**src/rtl/core/ps2fr_pkg.sv**
```systemverilog
// ----------------------------------------------------------------------------
// ps2fr_pkg
// Shared types and constants of the PS/2 frame receiver.
// ----------------------------------------------------------------------------
`default_nettype none

package ps2fr_pkg;

  // packet buffer geometry
  localparam int BUFFER_DEPTH = 16;
  localparam int IDX_W        = $clog2(BUFFER_DEPTH);
  localparam logic [IDX_W-1:0] BUF_TOP = IDX_W'(BUFFER_DEPTH - 1);

  // event codes
  typedef enum logic [1:0] {
    OP_EDGE    = 2'd0,
    OP_ACK     = 2'd1,
    OP_READ    = 2'd2,
    OP_CLR_ERR = 2'd3
  } op_t;

  // receive modes
  localparam logic [1:0] MODE_CMD   = 2'd0;
  localparam logic [1:0] MODE_KBD   = 2'd1;
  localparam logic [1:0] MODE_MOUSE = 2'd2;

  // configuration register indexes
  localparam logic REG_MODE       = 1'b0;
  localparam logic REG_MOUSE_TYPE = 1'b1;

  // mouse types and their packet sizes
  localparam logic [7:0] MOUSE_TYPE_STD   = 8'h00;
  localparam logic [7:0] MOUSE_TYPE_WHEEL = 8'h03;
  localparam logic [3:0] PKT_LEN_STD      = 4'd3;
  localparam logic [3:0] PKT_LEN_WHEEL    = 4'd4;
  localparam logic [3:0] PKT_LEN_NONE     = 4'd0;

  // frame bit positions, counted from one
  localparam logic [3:0] BIT_DATA_FIRST = 4'd2;
  localparam logic [3:0] BIT_DATA_LAST  = 4'd9;
  localparam logic [3:0] BIT_PARITY     = 4'd10;
  localparam logic [3:0] BIT_STOP       = 4'd11;

  // one input event
  typedef struct packed {
    op_t        opcode;
    logic       data_bit;
    logic [3:0] read_index;
  } item_t;

  // one result
  typedef struct packed {
    logic       frame_done;
    logic [7:0] data_byte;
    logic       parity_bad;
    logic [3:0] byte_count;
    logic       packet_ready;
    logic       error_flag;
    logic       inhibit;
    logic [7:0] read_data;
  } result_t;

  // pipeline flow control from the top level to the core
  typedef struct packed {
    logic go;
    logic res_take;
  } flow_t;

endpackage

`default_nettype wire

```
**src/rtl/core/ps2fr_core.sv**
```systemverilog
// ----------------------------------------------------------------------------
// ps2fr_core
// Frame state, configuration, packet buffer and the result register.
// ----------------------------------------------------------------------------
`default_nettype none

module ps2fr_core (
  input  wire logic                clk,
  input  wire logic                rst_n,
  input  wire logic                cfg_we,
  input  wire logic                cfg_index,
  input  wire logic [7:0]          cfg_wdata,
  input  wire ps2fr_pkg::flow_t    flow,
  input  wire ps2fr_pkg::item_t    item,
  output logic                     res_vld,
  output ps2fr_pkg::result_t       res
);

  // configuration
  logic [1:0] mode_r;
  logic [7:0] mouse_type_r;

  // frame and packet state
  logic [3:0]                  bit_cnt_r, bit_cnt_nxt;
  logic [7:0]                  shift_r, shift_nxt;
  logic                        odd_r, odd_nxt;
  logic                        par_r, par_nxt;
  logic [ps2fr_pkg::IDX_W-1:0] cnt_r, cnt_nxt;
  logic                        ready_r, ready_nxt;
  logic                        err_r, err_nxt;
  logic                        inh_r, inh_nxt;

  // packet buffer
  logic [7:0] mem [ps2fr_pkg::BUFFER_DEPTH];

  // per-event working signals
  logic [3:0]                  bit_pos;
  logic [7:0]                  shift_cur;
  logic                        odd_cur;
  logic                        par_cur;
  logic [ps2fr_pkg::IDX_W-1:0] cnt_inc;
  logic [3:0]                  pkt_len;
  logic                        done, bad;
  logic [7:0]                  dbyte;
  logic                        wr_en;
  logic [ps2fr_pkg::IDX_W-1:0] wr_addr;
  logic                        rd_en;
  logic [ps2fr_pkg::IDX_W-1:0] rd_addr;

  logic    res_vld_r;
  ps2fr_pkg::result_t res_r;

  // frame start clears the assembly state
  assign shift_cur = (bit_cnt_r == 4'd0) ? 8'h00 : shift_r;
  assign odd_cur   = (bit_cnt_r == 4'd0) ? 1'b0  : odd_r;
  assign par_cur   = (bit_cnt_r == 4'd0) ? 1'b0  : par_r;
  assign bit_pos   = bit_cnt_r + 4'd1;

  // saturating store slot and count
  assign wr_addr = (cnt_r < ps2fr_pkg::BUF_TOP) ? cnt_r : ps2fr_pkg::BUF_TOP;
  assign cnt_inc = (cnt_r < ps2fr_pkg::BUF_TOP) ? cnt_r + 1'b1 : cnt_r;

  // mouse packet size
  always_comb begin
    if (mouse_type_r == ps2fr_pkg::MOUSE_TYPE_STD) begin
      pkt_len = ps2fr_pkg::PKT_LEN_STD;
    end else if (mouse_type_r == ps2fr_pkg::MOUSE_TYPE_WHEEL) begin
      pkt_len = ps2fr_pkg::PKT_LEN_WHEEL;
    end else begin
      pkt_len = ps2fr_pkg::PKT_LEN_NONE;
    end
  end

  // event decode and next state
  always_comb begin
    bit_cnt_nxt = bit_cnt_r;
    shift_nxt   = shift_r;
    odd_nxt     = odd_r;
    par_nxt     = par_r;
    cnt_nxt     = cnt_r;
    ready_nxt   = ready_r;
    err_nxt     = err_r;
    inh_nxt     = inh_r;
    done        = 1'b0;
    bad         = 1'b0;
    dbyte       = 8'h00;
    wr_en       = 1'b0;
    rd_en       = 1'b0;
    rd_addr     = item.read_index[ps2fr_pkg::IDX_W-1:0];
    unique case (item.opcode)
      ps2fr_pkg::OP_EDGE: begin
        if (!inh_r) begin
          bit_cnt_nxt = bit_pos;
          shift_nxt   = shift_cur;
          odd_nxt     = odd_cur;
          par_nxt     = par_cur;
          if (bit_pos >= ps2fr_pkg::BIT_DATA_FIRST &&
              bit_pos <= ps2fr_pkg::BIT_DATA_LAST) begin
            shift_nxt = {item.data_bit, shift_cur[7:1]};
            odd_nxt   = odd_cur ^ item.data_bit;
          end else if (bit_pos == ps2fr_pkg::BIT_PARITY) begin
            par_nxt = item.data_bit;
          end else if (bit_pos == ps2fr_pkg::BIT_STOP) begin
            done        = 1'b1;
            dbyte       = shift_cur;
            bit_cnt_nxt = 4'd0;
            if (odd_cur ^ par_cur) begin
              // good byte: store and maybe flag the packet
              wr_en   = 1'b1;
              cnt_nxt = cnt_inc;
              if (mode_r == ps2fr_pkg::MODE_CMD) begin
                ready_nxt = 1'b1;
                inh_nxt   = 1'b1;
              end else if (mode_r == ps2fr_pkg::MODE_MOUSE &&
                           pkt_len != ps2fr_pkg::PKT_LEN_NONE &&
                           4'(cnt_inc) == pkt_len) begin
                ready_nxt = 1'b1;
                inh_nxt   = 1'b1;
              end
            end else begin
              bad     = 1'b1;
              err_nxt = 1'b1;
              cnt_nxt = '0;
            end
          end
        end
      end
      ps2fr_pkg::OP_ACK: begin
        if (ready_r) begin
          rd_en     = (cnt_r != '0);
          rd_addr   = cnt_r - 1'b1;
          cnt_nxt   = '0;
          ready_nxt = 1'b0;
        end
        inh_nxt = 1'b0;
      end
      ps2fr_pkg::OP_READ: begin
        rd_en = (int'(item.read_index) < ps2fr_pkg::BUFFER_DEPTH);
      end
      ps2fr_pkg::OP_CLR_ERR: begin
        err_nxt = 1'b0;
      end
      default: begin
        err_nxt = err_r;
      end
    endcase
  end

  // control state
  always_ff @(posedge clk) begin
    if (!rst_n) begin
      mode_r       <= ps2fr_pkg::MODE_CMD;
      mouse_type_r <= ps2fr_pkg::MOUSE_TYPE_STD;
      bit_cnt_r    <= '0;
      shift_r      <= '0;
      odd_r        <= 1'b0;
      par_r        <= 1'b0;
      cnt_r        <= '0;
      ready_r      <= 1'b0;
      err_r        <= 1'b0;
      inh_r        <= 1'b0;
      res_vld_r    <= 1'b0;
    end else begin
      if (cfg_we) begin
        if (cfg_index == ps2fr_pkg::REG_MODE) begin
          mode_r <= cfg_wdata[1:0];
        end else begin
          mouse_type_r <= cfg_wdata;
        end
      end
      if (flow.go) begin
        bit_cnt_r <= bit_cnt_nxt;
        shift_r   <= shift_nxt;
        odd_r     <= odd_nxt;
        par_r     <= par_nxt;
        cnt_r     <= cnt_nxt;
        ready_r   <= ready_nxt;
        err_r     <= err_nxt;
        inh_r     <= inh_nxt;
        res_vld_r <= 1'b1;
      end else if (flow.res_take) begin
        res_vld_r <= 1'b0;
      end
    end
  end

  // buffer write and registered result with buffer read
  always_ff @(posedge clk) begin
    if (flow.go) begin
      if (wr_en) begin
        mem[wr_addr] <= shift_cur;
      end
      res_r.frame_done   <= done;
      res_r.data_byte    <= dbyte;
      res_r.parity_bad   <= bad;
      res_r.byte_count   <= 4'(cnt_nxt);
      res_r.packet_ready <= ready_nxt;
      res_r.error_flag   <= err_nxt;
      res_r.inhibit      <= inh_nxt;
      res_r.read_data    <= rd_en ? mem[rd_addr] : 8'h00;
    end
  end

  assign res_vld = res_vld_r;
  assign res     = res_r;

endmodule

`default_nettype wire

```
**src/rtl/core/ps2fr_out_q.sv**
```systemverilog
// ----------------------------------------------------------------------------
// ps2fr_out_q
// Two-entry result queue that decouples the core from output stalls.
// ----------------------------------------------------------------------------
`default_nettype none

module ps2fr_out_q (
  input  wire logic                clk,
  input  wire logic                rst_n,
  input  wire logic                push,
  input  wire ps2fr_pkg::result_t  push_data,
  output logic                     full,
  output logic                     out_valid,
  input  wire logic                out_stall,
  output ps2fr_pkg::result_t       head
);

  ps2fr_pkg::result_t q_r [2];
  logic       wr_ptr_r;
  logic       rd_ptr_r;
  logic [1:0] cnt_r, cnt_nxt;
  logic       pop;

  assign out_valid = (cnt_r != 2'd0);
  assign full      = (cnt_r == 2'd2);
  assign pop       = out_valid && !out_stall;
  assign head      = q_r[rd_ptr_r];

  // occupancy
  always_comb begin
    unique case ({push, pop})
      2'b10:   cnt_nxt = cnt_r + 2'd1;
      2'b01:   cnt_nxt = cnt_r - 2'd1;
      default: cnt_nxt = cnt_r;
    endcase
  end

  // pointers
  always_ff @(posedge clk) begin
    if (!rst_n) begin
      wr_ptr_r <= 1'b0;
      rd_ptr_r <= 1'b0;
      cnt_r    <= 2'd0;
    end else begin
      cnt_r <= cnt_nxt;
      if (push) begin
        wr_ptr_r <= !wr_ptr_r;
      end
      if (pop) begin
        rd_ptr_r <= !rd_ptr_r;
      end
    end
  end

  // entries
  always_ff @(posedge clk) begin
    if (push) begin
      q_r[wr_ptr_r] <= push_data;
    end
  end

endmodule

`default_nettype wire

```
**src/rtl/core/ps2_frame_receiver.sv**
```systemverilog
// ----------------------------------------------------------------------------
// ps2_frame_receiver
// PS/2 device frame receiver: frame assembly, parity check, packet buffer.
// ----------------------------------------------------------------------------
//   port group  | direction | handshake          | contents
//   in_*        | input     | in_valid/in_stall  | opcode, data_bit, read_index
//   out_*       | output    | out_valid/out_stall| frame and packet status
//   cfg_*       | input     | cfg_we             | mode, mouse_type
//
// One event per clock sustained while in_stall is low; the core's state
// update is combinational into its state registers. out_valid follows the
// input transfer through the input register, the result register and the
// output queue. The output queue holds two results, so the input keeps
// moving while one result waits. Reset is synchronous and needs no sweep;
// packet buffer contents are undefined until written.
// ----------------------------------------------------------------------------
`default_nettype none

module ps2_frame_receiver (
  input  wire logic       clk,
  input  wire logic       rst_n,
  // configuration
  input  wire logic       cfg_we,
  input  wire logic       cfg_index,
  input  wire logic [7:0] cfg_wdata,
  // events
  input  wire logic       in_valid,
  output logic            in_stall,
  input  wire logic [1:0] in_opcode,
  input  wire logic       in_data_bit,
  input  wire logic [3:0] in_read_index,
  // results
  output logic            out_valid,
  input  wire logic       out_stall,
  output logic            out_frame_done,
  output logic [7:0]      out_data_byte,
  output logic            out_parity_bad,
  output logic [3:0]      out_byte_count,
  output logic            out_packet_ready,
  output logic            out_error_flag,
  output logic            out_inhibit,
  output logic [7:0]      out_read_data
);

  logic               in_vld_r;
  ps2fr_pkg::item_t   in_item_r;
  logic               in_xfer;
  logic               res_vld;
  ps2fr_pkg::result_t res;
  logic               q_full;
  ps2fr_pkg::flow_t   flow;
  ps2fr_pkg::result_t head;

  // pipeline advance
  assign flow.res_take = res_vld && !q_full;
  assign flow.go       = in_vld_r && (!res_vld || flow.res_take);
  assign in_stall      = in_vld_r && !flow.go;
  assign in_xfer       = in_valid && !in_stall;

  // input register
  always_ff @(posedge clk) begin
    if (!rst_n) begin
      in_vld_r <= 1'b0;
    end else if (in_xfer) begin
      in_vld_r <= 1'b1;
    end else if (flow.go) begin
      in_vld_r <= 1'b0;
    end
  end

  always_ff @(posedge clk) begin
    if (in_xfer) begin
      in_item_r.opcode     <= ps2fr_pkg::op_t'(in_opcode);
      in_item_r.data_bit   <= in_data_bit;
      in_item_r.read_index <= in_read_index;
    end
  end

  // receiver core
  ps2fr_core u_core (
    .clk       (clk),
    .rst_n     (rst_n),
    .cfg_we    (cfg_we),
    .cfg_index (cfg_index),
    .cfg_wdata (cfg_wdata),
    .flow      (flow),
    .item      (in_item_r),
    .res_vld   (res_vld),
    .res       (res)
  );

  // result queue
  ps2fr_out_q u_out_q (
    .clk       (clk),
    .rst_n     (rst_n),
    .push      (flow.res_take),
    .push_data (res),
    .full      (q_full),
    .out_valid (out_valid),
    .out_stall (out_stall),
    .head      (head)
  );

  // result fields
  assign out_frame_done   = head.frame_done;
  assign out_data_byte    = head.data_byte;
  assign out_parity_bad   = head.parity_bad;
  assign out_byte_count   = head.byte_count;
  assign out_packet_ready = head.packet_ready;
  assign out_error_flag   = head.error_flag;
  assign out_inhibit      = head.inhibit;
  assign out_read_data    = head.read_data;

endmodule

`default_nettype wire

```
**config.mk**
```make
export PLATFORM = sky130hd
export DESIGN_NAME = ps2_frame_receiver
export DESIGN_NICKNAME = d
export VERILOG_FILES = /design/src/rtl/core/ps2fr_pkg.sv /design/src/rtl/core/ps2fr_core.sv /design/src/rtl/core/ps2fr_out_q.sv /design/src/rtl/core/ps2_frame_receiver.sv
export SDC_FILE = /design/constraint.sdc
export NUM_CORES = 1
export LEC_CHECK = 0
export BUFFER_PORTS_ARGS = -buffer_cell sky130_fd_sc_hd__buf_4
export CORE_ASPECT_RATIO = 0.7
export CORE_MARGIN = 10
export CORE_UTILIZATION = 45
export DETAILED_ROUTE_END_ITERATION = 16
export GPL_ROUTABILITY_DRIVEN = 1
export HOLD_SLACK_MARGIN = 0.1
export PLACE_DENSITY = 0.57
export SETUP_SLACK_MARGIN = 0.2
export SYNTH_ARGS = -nofsm -noshare
export SYNTH_HDL_FRONTEND = slang
export SYNTH_HIERARCHICAL = 1
export SYNTH_SLANG_ARGS = --single-unit
```
**constraint.sdc**
```tcl
create_clock -name clk -period 4.7 [get_ports clk]
set_input_delay 0.47 -clock clk [delete_from_list [all_inputs] [get_ports clk]]
set_output_delay 0.47 -clock clk [all_outputs]
set_load 0.1 [all_outputs]
```
* Word-level counts from Yosys, hierarchy flattened
Memories as Yosys holds them, arrays and structs flattened. A register that Yosys moved wholly into a read port is not among the register bits.
Index checks and enable logic that the tools add are counted.
** Word-level totals
- Register bits :: 61
- Memory bits (writable) :: 178
- Bits of input ports :: 21
- Output and inout bits :: 27
- Word-level logic and storage cells :: 151
- Memories kept :: 2
** Memories
- u_core.mem :: depth 16, width 8, rd ports 1, clocked after memory_dff 1, write ports 1, RTL line ps2fr_core.sv:34 : logic [7:0] mem [ps2fr_pkg::BUFFER_DEPTH];
- u_out_q.q_r :: depth 2, width 25, rd ports 1, clocked after memory_dff 1, write ports 1, RTL line ps2fr_out_q.sv:18 : ps2fr_pkg::result_t q_r [2];
** Operators by class
- Add/subtract/negate cells :: 5
- $lt $le $gt $ge :: 3
- Equal/unequal tests :: 11
- Multiplexer cells :: 67
- Bitwise gates (word level) :: 6
- Reductions and logical operators :: 32
** Operators with widths (number)
- $mux 4 :: 14
- $mux 1 :: 44
- $mux 8 :: 2
- $eq 2x2->1 const B :: 5
- $add 4x1->4 const B :: 2
- $eq 4x4->1 const B :: 2
- $eq 8x2->1 const B :: 1
- $logic_and 1x1->1 :: 8
- $logic_not 1->1 :: 8
- $logic_not 8->1 :: 1
- $pmux 1 s2 :: 4
- $pmux 4 s2 :: 1
- $reduce_bool 2->1 :: 4
- $reduce_bool 4->1 :: 2
- $reduce_or 5->1 :: 1
- $eq 2x1->1 const B :: 2
- $eq 4x4->1 :: 1
- $ge 4x2->1 const B :: 1
- $le 4x4->1 const B :: 1
- $logic_not 2->1 :: 2
- $logic_not 4->1 :: 1
- $lt 4x4->1 const B :: 1
- $not 1->1 :: 4
- $pmux 2 s2 :: 1
- 9 further kinds :: 11

* Depth between registers and ports, before layout
Gate-level depths: netlist (run 1).
- Depth in word-level cells :: 14
- Gate-level depth with buffers :: 10
- Gate-level depth less buffers :: 8

* Hierarchy
The synthesis (run 1) kept the hierarchy.
** By module, submodules not included
- ps2fr_core :: instances 1, cells each 624, area an instance 8077.7 um^2, seq. area each 5235.0 um^2
- ps2fr_out_q :: instances 1, cells each 103, area an instance 2026.9 um^2, seq. area each 1601.5 um^2
- ps2_frame_receiver :: instances 1, cells each 13, area an instance 269.0 um^2, seq. area each 230.2 um^2

* Least setup slack after synthesis (run 1)
OpenSTA, ideal clock, no wires.
- Path kind :: reg2reg
- Start :: register u_out_q.cnt_r[0]
- End :: memory u_core.mem[4][0], enable pin
- Setup time :: 332 ps
- Data arrival time :: 3915 ps
- Data required time :: 4368 ps
- Slack :: 453 ps
- Cell stages (with the launch flop) :: 8
- Path buffers :: 0
- Clock period less this slack :: 4247 ps
- Path through :: dfxtp_1 > and2b_2 > a21boi_0 > and2_1 > and2_1 > nand2_4 > nor3b_2 > and2_1
** RTL lines
- from (decl) :: RTL line ps2fr_out_q.sv:21 : logic [1:0] cnt_r, cnt_nxt;
- from (signal assigned) :: RTL line ps2fr_out_q.sv:45 : cnt_r <= cnt_nxt;
- to (decl) :: RTL line ps2fr_core.sv:34

* Worst setup path after layout (run 1)
- Start :: register u_core/cnt_r[0] (netlist name)
- End :: register, netlist name u_core/res[2]
** Between the ends
- Longest elaborated chain between the ends :: 4
- Elaborated cells between the ends (all ways) :: 7
- Those cells by class :: 1 x add/sub; 4 x mux; 2 x reduce/logical
** RTL lines
- from (decl) :: RTL line ps2fr_core.sv:28 : logic [ps2fr_pkg::IDX_W-1:0] cnt_r, cnt_nxt;
- from (signal assigned) :: RTL line ps2fr_core.sv:176 : cnt_r <= cnt_nxt;
- parallel branches: the longest is 4 deep, another holds $sub 4x1->4
Parallel ways; which one is timed is not known.
A chain may end at the register's enable or synchronous reset.

==> results.yml, run 1 <==
timing:
  rsz0062_at_grt: "no"
  fmax_ghz: 0.298
  hold_viol: 0
  finalClockSkew_ns: 0.0220
  setup_viol: 0
  drv_slew: 0
  worstMarginPinSlew_ns: 1.35
  fin_crit_ns: 3.36
  final.setup.tns_ns: 0
  max_slew_margin_pct: 9.74
  fin_crit_sh_pct: 71.4
critical_path:
  cp.required_ns: 5.04
  cp-start-kind: "flip-flop"
  crit_arrival_ns: 3.70
  crit_type: "flip-flop to flip-flop"
  critPathMaxFanout: 32
  cp-end-kind: "flip-flop"
logic_synthesis:
  synth_area_leader_cell: "edfxtp_1"
  syn_area_per_cell_sq_um: 14.0
  synth.distinct_cells: 59
  synth_seq_area_share_pct: 68.1
  syn-num-nets: 775
  synth_edf_count: 210
  synth.most_common_cell: "edfxtp_1"
  synth_warnings: 6
  ys_top_cells_by_area: "edfxtp_1, dfxtp_1, nor2_1"
  syn_inst: 740
  synth_seq_cells: 248
  synth_flop_cell: "edfxtp_1"
  netlist.area_leader.share_pct: 60.8
  netlist_area_sq_um: 10400
  async_flop_share_pct: 0
  synth_common_cells: "edfxtp_1, nor2_1, nand2_1"
power:
  irDropWorstVdd_mv: 0.248
  power_density_nw_per_um2: 440
  p_leak_nw: 3.86
  p_total_mw: 5.18
routing:
  via_per_inst: 5.42
  vias: 6052
  drc: 0
  firstDrtPassIters: 5
  ant_nets: 0
  avgRoutedWirePerCell_um: 20.0
  drt-initial-drc-count: 515
  wl_mm: 22.3
clock_tree:
  worstSkewPairLatency_ns: 0.53
  post_cts_buffers: 0
  hold_buffers: 0
  cts_resized: 0
  clk_pin_slew_ns: 0.06
  cts_made_buffers: 25
  htree_levels: 1
  cts_tree: "built"
  cts.sinks: 248
  root_buffer: "clkbuf_16"
  clockBufferDepth: 3
finish:
  layout.cells.non_filler: 1116
  fin_nets: 822
  diodes: 0
  seq_area_sq_um: 7070
  fill_cells: 1959
  area_delta_synth_final_pct: 13.6
  multi_input_area_sq_um: 3060
  layout-drive-gt1-share_pct: 17.9
global_routing:
  busiest_layer: "met1"
  antenna_found_initial: 1
  grt_use_total_pct: 14.8
  grt_pass1_wl_mm: 34.8
  grtUsageMet3_pct: 3.67
  overflow: 0
  grt_max_degree: 39
  groute.layer.met2.usage_pct: 19.9
  met1_usage_pct: 23.3
  grt_pass1_vias: 5934
place:
  port_buffers: 47
  numPlacedInstances: 1072
  gp_congestion: 0.851
  hpwl_mm: 15.6
run:
  cap_violations: 0
die:
  die_w_um: 201
  core-area_sq_um: 22700
  start_util_pct: 45.7
  die_h_um: 147
  rows: 46
  ios: 48
  dieArea_sq_um: 29600
status:
  outcome: "finished, final reports clean"
hold_path:
  min_path_type: "input pin to flip-flop"
state kept, by name, summed over array words and instances (netlist names), named ones only:
signal and count:
in_item_r 7, in_vld_r 1, u_core/bit_cnt_r 4, u_core/cnt_r 4, u_core/err_r 1, u_core/inh_r 1
u_core/mem 128, u_core/mode_r 2, u_core/mouse_type_r 8, u_core/odd_r 1, u_core/par_r 1, u_core/ready_r 1
u_core/res 25, u_core/res_vld 1, u_core/shift_r 8, u_out_q/cnt_r 2, u_out_q/q_r 50, u_out_q/rd_ptr_r 1
u_out_q/wr_ptr_r 1
cell usage in the layout, fill, tap and decap left out, drive strengths merged, types with 17 or more instances in the layout:
cell,n
edfxtp,210
nor2,83
buf,55
o21ai,53
nand2,49
dfxtp,38
clkbuf,30
mux2,27
and2,26
nand3,21
o22ai,17
nor2b,17
a21boi,17
report_power, final:
group          switching [mW]  leakage [nW]  internal [mW]
Sequential             0.0525          2.11           2.42
Combinational           0.563          1.37          0.202
Clock                   0.800         0.383           1.14
metal layers:
| metal | wire length (um) | vias up |
|---|---|---|
| li1 | - | 2861 |
| met1 | 11200 | 2985 |
| met2 | 8920 | 184 |
| met3 | 1880 | 22 |
| met4 | 261 | 0 |
| met5 | 0 | - |
per-stage QoR:
| step | worst slack (ns) | utilization [%] | hold WS [ns] | cell area (sq um) |
|---|---|---|---|---|
| 2_1_floorplan | 0.453 | - | 0.421 | 10400 |
| 3_3_place_gp | 1.63 | 48.4 | 0.434 | 11000 |
| 3_5_place_dp | 1.48 | 48.4 | 0.433 | 11000 |
| 4_1_cts | 1.44 | 51.9 | 0.112 | 11800 |
| 5_1_grt | 1.17 | 51.9 | 0.107 | 11800 |
| 6_report | 1.34 | 51.9 | 0.125 | 11800 |
final timing paths:
path | from | endpoint | slack, ns | cells after the start
setup / recovery | u_core/cnt_r[0]$_SDFFE_PN0P_ | u_core/res[2]$_SDFFCE_PN0P_ | 1.34 | 8
hold / removal | in_data_bit | in_item_r[4]$_DFFE_PP_ | 0.13 | 1
setup reg to reg | u_core/cnt_r[0]$_SDFFE_PN0P_ | u_core/res[2]$_SDFFCE_PN0P_ | 1.34 | 8
hold reg to reg | u_core/res[20]$_SDFFCE_PP0P_ | u_out_q/q_r[1][20]$_DFFE_PP_ | 0.45 | 0
worst max-delay path, cell delays in order (launching register included):
cell and delay (ns):
dfxtp_1 0.63, inv_1 0.19, ha_1 0.30, xor2_1 0.32, mux2_2 0.68, nor2_1 0.07, o21ai_0 0.52, nand4_1 0.21
o22ai_1 0.26
cell type report:
class,count,share of cell area [%]
Sequential cell,248,60.0
Timing Repair Buffer,55,3.51
Tap cell,312,3.31
Multi-Input combinational cell,442,25.9
Inverter,15,0.478
Clock inverter,14,1.30
Clock buffer,30,5.47
logic make-up (layout without fill, tap and decap cells):
family	Yosys count	count (layout)	synth area share (%)
AOI/OAI and AO/OA	119	119	7.13
xor gates and xnor gates	7	7	0.591
adders and majority gates	14	14	1.69
buffers and inverters	50	114	2.50
DFF	248	248	68.1
muxes	56	56	8.00
and+or+nand+nor	246	246	12.0
Power figures use the tool's default switching activity.
==> run 2: changes to the inputs <==
Settings changed: ABC_AREA set to 1.
Clock period 4.7 ns to 3.3 ns, I/O delays scaled along.
==> run 2 against run 1 <==
  * Total power grew 36%
  * Combinational power grew 17%
  * Setup slack lost 0.87 ns
  * Clock power grew 39%
  * Critical endpoint is now u_core/res[5]$_SDFFCE_PN0P_
  * Synthesized area grew 0.80%
  * Global-route usage grew 0.76 points
  * Clock skew shrank 0.015 ns
  * Sequential power grew 41%
==> results.yml, run 2 <==
status:
  outcome: "finished, final reports clean"
timing:
  hold_viol: 0
  setup_viol: 0
  worstMarginPinSlew_ns: 0.898
  fin_crit_ns: 2.83
  holdWs_ns: 0.143
  max_slew_margin_pct: 39.9
  final.setup.tns_ns: 0
  fmax_ghz: 0.354
  rsz0062_at_grt: "no"
  drv_slew: 0
  finalClockSkew_ns: 0.00702
  fin_crit_sh_pct: 85.7
critical_path:
  cp-start-kind: "flip-flop"
  worst-r2r-cell-count: 9
  cp.required_ns: 3.62
  worstPathCellList: "inv_1 > ha_1 > nand2_4 > o21ai_4 > buf_4 > o21ai_0 > o211ai_1 > nand3_1 > a21oi_1"
  slowest_delay_ns: 0.72
  ff2ff_setup_slack_ns: 0.47
  rr_startpoint: "in_item_r[6]$_DFFE_PP_"
  critPathSlowestCell: "o21ai_4"
  critPathMaxFanout: 42
  crit_type: "flip-flop to flip-flop"
  path_buf_inv: 2
  crit_arrival_ns: 3.15
  critPathTopFamily: "compound AO/OA/AOI/OAI gates"
  cp-end-kind: "flip-flop"
  rr_endpoint: "u_core/res[5]$_SDFFCE_PN0P_"
logic_synthesis:
  synth_warnings: 6
  ys_top_cells_by_area: "edfxtp_1, dfxtp_1, nor2_1"
  synth_area_leader_cell: "edfxtp_1"
  syn_area_per_cell_sq_um: 11.7
  synth_seq_cells: 248
  netlist.area_leader.share_pct: 60.3
  synth_common_cells: "edfxtp_1, nor2_1, nand2_1"
  synth_seq_area_share_pct: 67.6
  synth.distinct_cells: 37
  syn-num-nets: 931
  synth.most_common_cell: "edfxtp_1"
  async_flop_share_pct: 0
  syn_inst: 896
  netlist_area_sq_um: 10500
  synth_flop_cell: "edfxtp_1"
  synth_edf_count: 210
hold_path:
  min_path_type: "input pin to flip-flop"
  worstHoldStart: "cfg_index"
  worstHoldEndpoint: "u_core/mode_r[1]$_SDFFE_PN0P_"
  hold_depth: 4
finish:
  fin_nets: 1015
  layout_common_cells: "edfxtp_1, nor2_1, nand2_1"
  fill_cells: 1965
  area_delta_synth_final_pct: 16.6
  layout-drive-gt1-share_pct: 16.3
  diodes: 0
  regMostFlops: "u_core/mem"
  largest_reg_flops: 128
  final_common_cell: "edfxtp_1"
clock_tree:
  root_buffer: "clkbuf_16"
  cts_tree: "built"
  cts.sinks: 248
  htree_levels: 1
  post_cts_buffers: 0
  clk_pin_slew_ns: 0.07
  worstSkewPairLatency_ns: 0.52
  cts_made_buffers: 25
  clockBufferDepth: 3
routing:
  via_per_inst: 5.16
  wl_mm: 23.4
  drc: 0
  dr_wl_met3_mm: 1.73
  dr_wl_met2_mm: 9.17
  wl_met1_mm: 12.2
  firstDrtPassIters: 7
  maxUsedRoutingLayer: "met4"
  avgRoutedWirePerCell_um: 17.9
  drt-initial-drc-count: 662
  ant_nets: 0
  vias: 6762
die:
  die_w_um: 202
  rows: 46
  ios: 48
  start_util_pct: 46.0
  dieArea_sq_um: 29800
  core-area_sq_um: 22700
  die_h_um: 148
power:
  p_leak_nw: 4.43
  power_density_nw_per_um2: 580
  irDropWorstVdd_mv: 0.325
place:
  port_buffers: 47
  hpwl_mm: 15.8
  gp_congestion: 0.803
global_routing:
  grt_max_degree: 43
  overflow: 0
  grt_pass1_vias: 6389
  grt_pass1_wl_mm: 37.2
  antenna_found_initial: 0
  grt_use_total_pct: 15.5
run:
  cap_violations: 0
run 2: worst max path at each step:
| stage | start | end | slack (ns) | cells after the start |
|---|---|---|---|---|
| 5_1_grt | in_item_r[6]$_DFFE_PP_ | u_core/res[5]$_SDFFCE_PN0P_ | 0.21 | 9 |
| 3_5_place_dp | in_item_r[6]$_DFFE_PP_ | u_core/res[5]$_SDFFCE_PN0P_ | 0.54 | 9 |
| 4_1_cts | in_item_r[6]$_DFFE_PP_ | u_core/res[5]$_SDFFCE_PN0P_ | 0.51 | 9 |
| 3_3_place_gp | in_item_r[6]$_DFFE_PP_ | u_core/res[5]$_SDFFCE_PN0P_ | 0.53 | 9 |
| 6_report | in_item_r[6]$_DFFE_PP_ | u_core/res[5]$_SDFFCE_PN0P_ | 0.47 | 9 |
| 2_1_floorplan | u_out_q/cnt_r[1]$_SDFFE_PN0P_ | u_core/mem[12][0]$_DFFE_PP_ | 0.42 | 7 |
run 2: metrics by stage:
stage | util (%) | total power, mW | instance area [sq um] | setup slack, ns | std cells
finish | 53.6 | 7.07 | 12200 | 0.472 | 1311
global route | 53.6 | 7.34 | 12200 | 0.209 | 1311
CTS | 53.6 | 7.14 | 12200 | 0.508 | 1311
detailed placement | 49.5 | 4.44 | 11200 | 0.537 | 1249
global placement | 49.5 | 4.43 | 11200 | 0.525 | 1249
floorplan | - | 4.25 | 10500 | 0.421 | 896
run 2: area by class of cell:
cell class	instances	area (sq um)	share of cell area (%)
multi-input combinational	537	2910	23.9
inverter	77	289	2.37
clock inverter	12	87.6	0.718
clock buffer	34	699	5.74
sequential	248	7070	58.0
tap	312	390	3.20
timing repair buffer	91	748	6.14
run 2: logic make-up (layout without fill, tap and decap cells):
group | count (synthesis) | in the layout | share of synthesized area [%]
simple gates | 324 | 324 | 12.8
flops | 248 | 248 | 67.6
compound gates | 172 | 172 | 9.68
buf+inv | 111 | 214 | 4.69
mux | 25 | 25 | 3.41
fa+ha+maj | 14 | 14 | 1.68
xor+xnor | 2 | 2 | 0.168
run 2: timing repair:
| action | CTS | global route |
|---|---|---|
| endpoints found under the hold margin | 18 | 0 |
| resized for setup | 0 | 0 |
| hold buffers | 16 | 0 |
run 2: worst reg2reg max path: stages, from the launching register on:
cell and delay [ns]:
edfxtp_1 0.39, inv_1 0.10, ha_1 0.23, nand2_4 0.13, o21ai_4 0.72, buf_4 0.40
o21ai_0 0.11, o211ai_1 0.20, nand3_1 0.10, a21oi_1 0.25
run 2: where the power goes:
group | total (mW) | leakage (nW) | internal (mW) | switching, mW
Sequential | 3.49 | 2.03 | 3.45 | 0.0397
Combinational | 0.896 | 2.01 | 0.253 | 0.643
Clock | 2.69 | 0.387 | 1.51 | 1.18
run 2: layer usage:
metal	vias up	track usage [%]
met2	226	20.9
met1	3192	24.8
met4	0	2.98
met5	-	0
li1	3318	-
met3	26	3.28
==> run 3: changes to the inputs <==
Settings changed: PLACE_DENSITY 0.57 to not set, PLACE_DENSITY_LB_ADDON set to 0.05.
==> run 3 against run 2 <==
  * Global-route usage increased by 0.25 points
  * Final cell count decreased by 0.23%
  * Total power increased by 2.9%
  * Critical path depth increased by 1
  * Via count increased by 2.0%
  * Clock power increased by 7%
  * Register-to-register slack improved by 0.12 ns
  * Setup slack improved by 0.12 ns
  * Combinational power increased by 0.8%
  * Cell area increased by 0.22%
  * Sequential power about the same
  * Clock-buffer cell count decreased by 4
==> results.yml, run 3 (same netlist as run 2, synthesis figures left out) <==
status:
  outcome: "finished, final reports clean"
hold_path:
  worstHoldStart: "cfg_index"
  min_path_type: "input pin to flip-flop"
finish:
  fill_cells: 1951
  largest_reg_flops: 128
  layout-drive-gt1-share_pct: 15.4
  regMostFlops: "u_core/mem"
  layout_common_cells: "edfxtp_1, nor2_1, nand2_1"
  area_delta_synth_final_pct: 16.9
  design_area_sq_um: 12200
  fin_nets: 1012
  final_common_cell: "edfxtp_1"
  diodes: 0
global_routing:
  grt_pass1_wl_mm: 37.5
  grt_max_degree: 49
  antenna_found_initial: 0
  overflow: 0
  grt_pass1_vias: 6547
  grt_use_total_pct: 15.8
clock_tree:
  cts.sinks: 248
  htree_levels: 1
  cts_tree: "built"
  cts_made_buffers: 25
  post_cts_buffers: 0
  hold_buffers: 16
  root_buffer: "clkbuf_16"
  cts_resized: 0
  clk_pin_slew_ns: 0.06
  clockBufferDepth: 3
  worstSkewPairLatency_ns: 0.53
critical_path:
  worstPathCellList: "inv_1 > ha_1 > nand3_1 > nand2_1 > nand2_1 > nand2_1 > nor3_4 > nand2_2 > nor2_1 > buf_4"
  cp-end-kind: "flip-flop"
  crit_type: "flip-flop to flip-flop"
  cp.required_ns: 3.55
  crit_arrival_ns: 2.95
  critPathMaxFanout: 11
  critPathTopFamily: "simple AND/OR/NAND/NOR gates"
  path_buf_inv: 2
  critPathSlowestCell: "dfxtp_1"
  rr_startpoint: "u_core/bit_cnt_r[0]$_SDFFE_PN0P_"
  cp-start-kind: "flip-flop"
  slowest_delay_ns: 0.47
  cp_common_cell: "nand2_1"
  critPathLaunch: "u_core/bit_cnt_r[0]$_SDFFE_PN0P_"
routing:
  avgRoutedWirePerCell_um: 18.5
  ant_nets: 0
  drc: 0
  wl_mm: 24.1
  via_per_inst: 5.27
  firstDrtPassIters: 5
  vias: 6898
  drt-initial-drc-count: 601
timing:
  max_slew_margin_pct: 35.5
  fin_crit_ns: 2.71
  fin_crit_sh_pct: 82.0
  drv_slew: 0
  final.setup.tns_ns: 0
  setup_viol: 0
  rsz0062_at_grt: "no"
  worstMarginPinSlew_ns: 0.961
  finalClockSkew_ns: 0.00885
  fmax_ghz: 0.369
  hold_viol: 0
run:
  cap_violations: 0
die:
  die_h_um: 148
  dieArea_sq_um: 29800
  die_w_um: 202
  ios: 48
  core-area_sq_um: 22700
  rows: 46
  start_util_pct: 46.0
place:
  gp_congestion: 0.842
  placed_area_sq_um: 11200
  hpwl_mm: 16.3
  port_buffers: 47
power:
  p_leak_nw: 4.43
  power_density_nw_per_um2: 595
  irDropWorstVdd_mv: 0.392
-- run 3: path summary, 6_finish.rpt --
check | to | slack (ns) | depth (start not counted)
setup / recovery | u_core/mem[12][6]$_DFFE_PP_ | 0.59 | 10
hold / removal | u_core/mode_r[1]$_SDFFE_PN0P_ | 0.13 | 4
setup reg to reg | u_core/mem[12][6]$_DFFE_PP_ | 0.59 | 10
hold reg to reg | u_out_q/q_r[1][15]$_DFFE_PP_ | 0.45 | 0
-- run 3: area by class of cell --
class                      instances  area (sq um)  area share [%]
sequential                       248          7070            57.8
tap                              312           390            3.19
timing repair buffer              88           726            5.94
inverter                          77           289            2.37
multi-input combinational        537          2910            23.8
clock buffer                      30           644            5.27
clock inverter                    16           191            1.57
-- run 3: tightest hold or removal path: stages --
cell and delay (ns):
buf_4 0.08, nor2_1 0.03, inv_1 0.09, a21oi_1 0.08
-- run 3: metrics by stage --
| step | instances | setup slack (ns) | hold slack (ns) | power, mW | util (%) |
|---|---|---|---|---|---|
| final | 1308 | 0.594 | 0.132 | 7.27 | 53.8 |
| after CTS | 1308 | 0.606 | 0.117 | 7.34 | 53.8 |
| after detailed placement | 1246 | 0.614 | 0.432 | 4.45 | 49.4 |
| after global placement | 1246 | 0.680 | 0.425 | 4.43 | 49.4 |
| after global routing | 1308 | 0.333 | 0.147 | 7.54 | 53.8 |
| after floorplan | 896 | 0.421 | 0.421 | 4.25 | - |
-- run 3: power by group --
part	switching (mW)	total (mW)	internal (mW)
Sequential	0.0431	3.49	3.45
Clock	1.17	2.88	1.71
Combinational	0.653	0.903	0.251
-- run 3: metal layers --
| metal | track usage [%] | up-vias | part of all wire, % |
|---|---|---|---|
| met5 | 0 | - | 0 |
| met4 | 3.12 | 0 | 1.6 |
| met3 | 2.71 | 30 | 5.9 |
| met2 | 22.2 | 209 | 40 |
| met1 | 24.8 | 3355 | 52 |
| li1 | - | 3304 | - |
